## src/rtl/ppu_pkg.sv

```systemverilog
`default_nettype none

package ppu_pkg;

	localparam int unsigned LANE_W = 16;
	localparam int unsigned VEC_W  = 3 * LANE_W;
	localparam int unsigned CNT_W  = 7;
	localparam int unsigned ACC_W  = 17;
	localparam int unsigned CFG_IDX_W = 3;

	typedef enum logic [1:0] {
		REQ_TICK   = 2'd0,
		REQ_APPEND = 2'd1,
		REQ_CLEAR  = 2'd2,
		REQ_NONE   = 2'd3
	} req_t;

	typedef enum logic [CFG_IDX_W-1:0] {
		CFG_EMIT_POS  = 3'd0,
		CFG_INIT_VEL  = 3'd1,
		CFG_ACCEL     = 3'd2,
		CFG_LIFETIME  = 3'd3,
		CFG_PERIOD    = 3'd4,
		CFG_MAX_LIVE  = 3'd5
	} cfg_idx_t;

	typedef struct packed {
		logic [VEC_W-1:0]  pos;
		logic [VEC_W-1:0]  vel;
		logic [VEC_W-1:0]  acc;
		logic [LANE_W-1:0] life;
	} entry_t;

	typedef struct packed {
		logic                start;
		logic [ACC_W-1:0]    dividend;
		logic [LANE_W-1:0]   divisor;
	} div_req_t;

	typedef struct packed {
		logic                done;
		logic [ACC_W-1:0]    quo;
		logic [LANE_W-1:0]   rem;
	} div_rsp_t;

	function automatic logic [LANE_W-1:0] sat16(input logic signed [25:0] v);
		logic [LANE_W-1:0] r;
		if (v > 26'sd32767)
			r = 16'h7FFF;
		else if (v < -26'sd32768)
			r = 16'h8000;
		else
			r = v[LANE_W-1:0];
		return r;
	endfunction

endpackage

`default_nettype wire

```

## src/rtl/ppu_div.sv

```systemverilog
`default_nettype none

// Restoring divider, one quotient bit per cycle.
module ppu_div (
	input  wire logic                clk,
	input  wire logic                arst_n,
	input  wire ppu_pkg::div_req_t   req,
	output ppu_pkg::div_rsp_t        rsp
);

	localparam int unsigned N = ppu_pkg::ACC_W;

	logic                         busy_q;
	logic                         done_q;
	logic [4:0]                   cnt_q;
	logic [N-1:0]                 quo_q;
	logic [ppu_pkg::LANE_W-1:0]   rem_q;
	logic [ppu_pkg::LANE_W-1:0]   dvs_q;
	logic [ppu_pkg::LANE_W:0]     trial;
	logic                         fits;

	assign trial = {rem_q, quo_q[N-1]};
	assign fits  = trial >= {1'b0, dvs_q};

	always_ff @(posedge clk or negedge arst_n) begin
		if (!arst_n) begin
			busy_q <= 1'b0;
			done_q <= 1'b0;
			cnt_q  <= '0;
		end else begin
			done_q <= 1'b0;
			if (req.start) begin
				busy_q <= 1'b1;
				cnt_q  <= '0;
			end else if (busy_q) begin
				cnt_q <= cnt_q + 5'd1;
				if (cnt_q == 5'(N - 1)) begin
					busy_q <= 1'b0;
					done_q <= 1'b1;
				end
			end
		end
	end

	always_ff @(posedge clk) begin
		if (req.start) begin
			quo_q <= req.dividend;
			rem_q <= '0;
			dvs_q <= req.divisor;
		end else if (busy_q) begin
			rem_q <= fits ? ppu_pkg::LANE_W'(trial - {1'b0, dvs_q})
			              : trial[ppu_pkg::LANE_W-1:0];
			quo_q <= {quo_q[N-2:0], fits};
		end
	end

	assign rsp.done = done_q;
	assign rsp.quo  = quo_q;
	assign rsp.rem  = rem_q;

endmodule

`default_nettype wire

```

## config.mk

```make
export PLATFORM = sky130hd
export DESIGN_NAME = ppu_div
export DESIGN_NICKNAME = d
export VERILOG_FILES = /design/src/rtl/ppu_pkg.sv /design/src/rtl/ppu_div.sv
export SDC_FILE = /design/constraint.sdc
export NUM_CORES = 1
export LEC_CHECK = 0
export BUFFER_PORTS_ARGS = -buffer_cell sky130_fd_sc_hd__buf_4
export CAP_MARGIN = 20
export CORE_MARGIN = 5
export CORE_UTILIZATION = 45
export CTS_BUF_LIST = sky130_fd_sc_hd__clkbuf_8
export DETAILED_ROUTE_END_ITERATION = 10
export PLACE_DENSITY = 0.73
export SLEW_MARGIN = 10
export SYNTH_ARGS = -nofsm -noshare
export SYNTH_HDL_FRONTEND = slang
export SYNTH_SLANG_ARGS = --single-unit
```

## constraint.sdc

```tcl
create_clock -name clk -period 3 [get_ports clk]
set_input_delay 0.3 -clock clk [delete_from_list [all_inputs] [get_ports clk]]
set_output_delay 0.3 -clock clk [all_outputs]
set_load 0.05 [all_outputs]
```

==> results of run 1 <==
[registers in the layout, indices dropped and copies added (netlist names)]
signal	flops
busy_q	1
cnt_q	5
done_q	1
dvs_q	16
quo_q	17
rem_q	16
[critical path, stage by stage, from the launching register on]
cell	delay (ns)
edfxtp_1	0.33
inv_1	0.04
ha_1	0.35
a21o_1	0.21
a211o_1	0.33
a41oi_1	0.32
a31o_1	0.43
mux2_4	0.34
a211oi_2	0.20
[cells by family after synthesis]
family                   Yosys count  share of synthesized area
adder cells (fa/ha/maj)           19                     0.0747
AND/OR/NAND/NOR                   79                      0.123
buffers and inverters             38                     0.0511
flip-flops                        56                      0.453
AO/OA/AOI/OAI                     84                      0.196
XOR/XNOR                           8                     0.0213
multiplexers                      24                     0.0812
[what timing repair did]
action,CTS,global route
gates resized for setup,0,0
endpoints found under the hold margin,7,0
hold buffers,1,0
endpoints found under the setup margin,0,0
[final cells by class]
cell class                 count  area (um^2)
clock buffer                   5         68.8
multi-input combinational    214         1630
clock inverter                 3         12.5
tap                           99          124
inverter                      25         93.8
sequential                    56         1490
timing repair buffer          75          566
fill                         648         3200
[where the power goes]
| part | switching [uW] | internal [uW] | total [uW] | leakage [uW] |
|---|---|---|---|---|
| sequential | 25.1 | 866 | 892 | 0.000558 |
| combinational | 216 | 150 | 366 | 0.00118 |
| clock | 236 | 158 | 394 | 0.0000505 |
[synth_stat cells (3+ instances only)]
| cell | number |
|---|---|
| dfrtp_1 | 7 |
| o21a_1 | 3 |
| nor2_1 | 26 |
| nand2b_1 | 3 |
| nand2_1 | 20 |
| ha_1 | 18 |
| clkbuf_1 | 7 |
| mux2_2 | 17 |
| nand3_1 | 4 |
| o31ai_1 | 3 |
| edfxtp_1 | 33 |
| mux2i_1 | 6 |
| inv_1 | 25 |
| xor2_1 | 4 |
| o21ai_0 | 13 |
| a21o_1 | 4 |
| nor4_1 | 4 |
| a21oi_1 | 16 |
| xnor2_1 | 4 |
| o211a_1 | 4 |
| and3_4 | 3 |
| nor3_1 | 6 |
| dfxtp_1 | 16 |
| a211oi_1 | 4 |
[final timing paths]
path | from | depth (start not counted) | to | slack (ns)
hold reg to reg | rem_q[3]$_SDFFE_PP0P_ | 2 | rem_q[3]$_SDFFE_PP0P_ | 0.50
setup reg to reg | dvs_q[14]$_DFFE_PP_ | 8 | rem_q[0]$_SDFFE_PP0P_ | 0.37
min in group asynchronous | arst_n | 2 | cnt_q[2]$_DFFE_PN0P_ | 0.32
hold / removal | req[12] | 1 | dvs_q[12]$_DFFE_PP_ | 0.16
max in group asynchronous | arst_n | 2 | busy_q$_DFF_PN0_ | 2.56
setup / recovery | dvs_q[14]$_DFFE_PP_ | 8 | rem_q[0]$_SDFFE_PP0P_ | 0.37
[stage by stage]
stage / utilization / hold WS [ns] / instance area [um^2] / setup slack [ns]
after global routing: 0.554 / 0.145 / 3980 / 0.201
after CTS: 0.554 / 0.152 / 3980 / 0.367
final: 0.554 / 0.161 / 3980 / 0.373
after detailed placement: 0.542 / 0.118 / 3890 / 0.413
after floorplan: - / 0.00441 / 3280 / 0.354
after global placement: 0.542 / 0.118 / 3890 / 0.443
[routing by layer]
layer | wire [um] | global-route usage
met2 | 3730 | 0.286
met4 | 71 | 0.0569
met5 | 0 | 0
met3 | 434 | 0.0324
met1 | 3310 | 0.222
==> summary.md, run 1 <==
| Metric | Value |
|---|---|
| WP data required | `between 3 and 4 ns` |
| Clock sink total | `56` |
| EDFF count, synth | `33` |
| Clk_lat worst skew | `0.31 ns` |
| Vias per cell | `around 5.5` |
| Synthesized Nets | `363` |
| Most frequent cells in the layout | `buf_4 (74), edfxtp_1 (33), inv_1 (27), nor2_1 (26), nand2_1 (20)` |
| Starting DRT DRC Count | `131` |
| Pins Over Slew Limit | `0` |
| Number of endpoints failing setup at the final stage | `0` |
| GRT overflow | `0` |
| Worst Hold Class | `primary input to register` |
| Leakage | `0.00179 uW` |
| Starting density of the core | `0.457` |
| Ant. Diodes | `0` |
| Top cell type's share of synthesized area | `0.302` |
| Power Dens Cells | `about 420 nW/um^2` |
| Synth unique cells | `64` |
| Setup Buffers After CTS | `0` |
| Mean Syn Cell Area | `10.7 um^2` |
| Sum Neg Setup Slack | `0 ns` |
| Peak VDD IR | `250 uV` |
| Final Hold Violating Endpoints | `0` |
| CTS max path bufs | `2` |
| Vias | `2617` |
| Most common cell after layout, fill and taps aside | `buf_4` |
| WL final | `7550 um` |
| DRC viols | `0` |
| FMAX | `381 MHz` |
| Post-synth ARST share | `0.125` |
| Yosys warns | `0` |
| I/O Pins | `70` |
| MaxCap Viol Count | `0` |
| WS Path Type | `register to register` |
| Type of origin of the critical path | `register` |
| CP Capture Type | `register` |
| RSZ-0062 raised after global routing | `no` |
| Die area | `9100 um^2` |
| Port-buffer cells | `69` |
| Core Region | `7180 um^2` |
| Clk Tree Root Cell | `clkbuf_8` |
| TritonRoute pass-1 iters | `4` |
| CTS buffer count | `5` |
| TritonCTS clock tree | `built` |
| Post-synth top area cell | `edfxtp_1` |
| Top_reg_cell synth | `edfxtp_1` |
| Synth top area cells | `edfxtp_1 (30%), dfxtp_1 (9.8%), ha_1 (6.9%), mux2_2 (5.8%), dfrtp_1 (5.3%)` |
| Post-route ant nets | `0` |
| CP arrival | `2.86 ns` |
| DP Cell Count | `468` |
| Cells after synthesis | `between 300 and 400` |
| Global-route wire length before repair | `12300 um` |
| Worst slew margin | `0.608` |
| Total track usage | `0.171` |
| Initial antenna violation count | `0` |
| Post-route insts no fill | `477` |
| Vias in the first global route | `2554` |
| Chip Height | `95.4 um` |
| Clk_skew | `around 0.0053 ns` |
| Tot Pwr | `1650 uW` |
| Final Critical Period | `2.63 ns` |
| Final GP Congestion | `roughly 0.9` |
| Max H-tree Level | `2` |
| Die W | `95.4 um` |
| Area Growth Syn to Fin | `21.2%` |
| Status | `completed` |
| Register area share after synthesis | `0.453` |
| Nets@finish | `432` |
| CP Max Fanout | `10` |
| Share of cells above drive strength 1 | `0.291` |
| Tightest Pin Transition | `approximately 0.58 ns` |
| Synth Register Bits | `56` |
| Largest net degree at the start of global routing | `29` |
| Wire per inst | `between 15 and 20 um` |
| Clock transition at path regs | `0.10 ns` |
| Dpl hpwl | `5710 um` |
| Final period util | `0.876` |
| Num rows | `31` |
| Mapped cell area | `approximately 3300 um^2` |
(Power assumes the default switching activity.)
==> run 2, diff against run 1 <==
--- a/config.mk
+++ b/config.mk
@@ -5,13 +5,13 @@
 export SDC_FILE = /design/constraint.sdc
 export NUM_CORES = 1
 export LEC_CHECK = 0
-export BUFFER_PORTS_ARGS = -buffer_cell sky130_fd_sc_hd__buf_4
+export BUFFER_PORTS_ARGS = -buffer_cell sky130_fd_sc_hd__buf_2
 export CAP_MARGIN = 20
-export CORE_MARGIN = 5
 export CORE_UTILIZATION = 45
 export CTS_BUF_LIST = sky130_fd_sc_hd__clkbuf_8
 export DETAILED_ROUTE_END_ITERATION = 10
 export PLACE_DENSITY = 0.73
+export RECOVER_POWER = 100
 export SLEW_MARGIN = 10
 export SYNTH_ARGS = -nofsm -noshare
 export SYNTH_HDL_FRONTEND = slang
==> run 2 against run 1 <==
Maximum frequency fell by 2.2%; die area is 16% lower; sequential share of layout area up 2.2 points; clock power is 8.9% higher; critical path type unchanged; design area fell by 5.6%; largest power group unchanged; first-iteration DRC count grew 27%; critical endpoint unchanged.
==> summary.md, run 2 (synthesis gave the netlist of run 1 again) <==
| Metric | Value |
|---|---|
| Status | `completed` |
| Tightest Pin Transition | `1.23 ns (+0.644 ns)` |
| Clk_skew | `0.00808 ns (+0.00275 ns)` |
| Vias | `2610 (-0.27%)` |
| Clk Tree Root Cell | `clkbuf_8` |
| Starting density of the core | `0.475 (+0.0178)` |
| WL final | `7260 um (-3.9%)` |
| Reg2reg path depth | `8 (unchanged)` |
| Pins Over Slew Limit | `0 (unchanged)` |
| Final Hold Violating Endpoints | `0 (unchanged)` |
| CP arrival | `2.93 ns (+0.07 ns)` |
| TritonRoute pass-1 iters | `4 (unchanged)` |
| Post-route ant nets | `0 (unchanged)` |
| Nets@finish | `434 (+0.46%)` |
| Port-buffer cells | `69 (unchanged)` |
| Worst Hold Class | `primary input to register` |
| R2R Setup Slk | `0.31 ns (-0.06 ns)` |
| Starting DRT DRC Count | `167 (+27%)` |
| Fill cells | `671 (+3.5%)` |
| Peak VDD IR | `318 uV (+27%)` |
| Biggest register | `quo_q` |
| Type of origin of the critical path | `register` |
| Power Dens Cells | `439 nW/um^2 (+5.7%)` |
| I/O Pins | `70 (unchanged)` |
| Largest register FFs | `17 (unchanged)` |
| Max H-tree Level | `2 (unchanged)` |
| Dpl hpwl | `5420 um (-5.0%)` |
| CTS max path bufs | `2 (unchanged)` |
| Final period util | `0.896 (+0.0201)` |
| R2R Path End | `rem_q[0]$_SDFFE_PP0P_` |
| Core Region | `6910 um^2 (-3.7%)` |
| RR Startpoint | `dvs_q[14]$_DFFE_PP_` |
| Worst slew margin | `0.181 (-0.426)` |
| Crit. Startpoint | `dvs_q[14]$_DFFE_PP_` |
| Total track usage | `0.198 (+0.0271)` |
| CP Max Fanout | `10 (unchanged)` |
| Hold depth | `1 (unchanged)` |
| Most frequent cells in the layout | `clkbuf_1 (40), edfxtp_1 (33), buf_2 (33), inv_1 (26), nor2_1 (26)` |
| FMAX | `372 MHz (-2.2%)` |
| DRC viols | `0 (unchanged)` |
| Vias per cell | `5.48 (about the same)` |
| Initial antenna violation count | `0 (unchanged)` |
| Clock sink total | `56 (unchanged)` |
| WS Path Type | `register to register` |
| Die area | `7640 um^2 (-16%)` |
| Share of cells above drive strength 1 | `0.187 (-0.104)` |
| MaxCap Viol Count | `0 (unchanged)` |
| Most common cell after layout, fill and taps aside | `clkbuf_1` |
| Clk_lat worst skew | `0.32 ns (about the same)` |
| Wire per inst | `15.2 um (-3.7%)` |
| Final GP Congestion | `0.831 (-7.9%)` |
| Global-route wire length before repair | `11700 um (-4.6%)` |
| Sum Neg Setup Slack | `0 ns (unchanged)` |
| Crit path to | `rem_q[0]$_SDFFE_PP0P_` |
| Pre-CTS setup slack | `0.401 ns (-0.0115 ns)` |
| RSZ-0062 raised after global routing | `no` |
| Vias in the first global route | `2585 (+1.2%)` |
| CP Capture Type | `register` |
| Largest net degree at the start of global routing | `27 (-6.9%)` |
| GRT overflow | `0 (unchanged)` |
| Clock transition at path regs | `0.11 ns (about the same)` |
| Leakage | `0.00160 uW (-10%)` |
| Ant. Diodes | `0 (unchanged)` |
| Worst hold margin | `0.142 ns (-0.0194 ns)` |
| Final setup margin | `0.313 ns (-0.0603 ns)` |
| Final Critical Period | `2.69 ns (+0.0603 ns)` |
| Die W | `87.4 um (-8.4%)` |
| CTS buffer count | `5 (unchanged)` |
| Top flop regs | `quo_q (17), dvs_q (16), rem_q (16)` |
| Number of endpoints failing setup at the final stage | `0 (unchanged)` |
| Area Growth Syn to Fin | `14.5%` |
| PostCTS Resize Cnt | `0 (unchanged)` |
| WP data required | `3.24 ns (about the same)` |
| Chip Height | `87.4 um (-8.4%)` |
| Num rows | `30 (-3.2%)` |
| TritonCTS clock tree | `built` |
| Tot Pwr | `1650 uW (-0.20%)` |
-- run 2: changes by cell type in the layout (fill, tap and decap cells not counted), moves of 2 or more --
cell / previous run / this run
buf_2: 0 / 33
o21ai_0: 13 / 15
clkbuf_1: 0 / 40
buf_4: 74 / 3
-- run 2: final cells by class --
cell class	count	area, um^2	area share
Tap cell	96	120	0.0320
Inverter	25	93.8	0.0250
Multi-Input combinational cell	214	1620	0.431
Clock buffer	5	68.8	0.0183
Clock inverter	3	20.0	0.00533
Sequential cell	56	1490	0.396
Timing Repair Buffer	77	348	0.0926
-- run 2: how the worst min path moves through the flow --
stage                 start                   end  slack, ns
floorplan            arst_n      busy_q$_DFF_PN0_      0.004
global placement     arst_n  cnt_q[2]$_DFFE_PN0P_       0.14
detailed placement   arst_n  cnt_q[2]$_DFFE_PN0P_       0.14
CTS                 req[15]   dvs_q[15]$_DFFE_PP_       0.14
global route        req[11]   dvs_q[11]$_DFFE_PP_       0.14
finish              req[15]   dvs_q[15]$_DFFE_PP_       0.14
-- run 2: critical path: stages (launching register included) --
cell,delay [ns]
edfxtp_1,0.33
inv_1,0.04
ha_1,0.34
a21o_1,0.20
a211o_1,0.34
a41oi_1,0.34
a31o_1,0.42
mux2_1,0.38
a211oi_2,0.21
-- run 2: metrics by stage --
stage	std cells	utilization	area, um^2
floorplan	308	-	3280
global placement	467	0.539	3730
detailed placement	467	0.539	3730
CTS	476	0.554	3820
global route	476	0.544	3760
finish	476	0.544	3760
-- run 2: repair_timing --
action | 4_1_cts | 5_1_grt
hold buffers | 1 | 0
endpoints found under the setup margin | 0 | 0
buffers inserted | 0 | 0
endpoints found under the hold margin | 7 | 0
-- run 2: power breakdown --
part	internal [uW]	switching, uW	total, uW
clock network	164	266	429
logic	113	216	329
registers	866	23.6	890
total	1140	505	1650
-- run 2: metal layers --
| metal | vias to the layer above | share of wire | global-route usage |
|---|---|---|---|
| li1 | 1294 | - | - |
| met1 | 1233 | 0.44 | 0.243 |
| met2 | 74 | 0.49 | 0.338 |
| met3 | 9 | 0.061 | 0.0455 |
| met4 | 0 | 0.013 | 0.0730 |
| met5 | - | 0 | 0 |
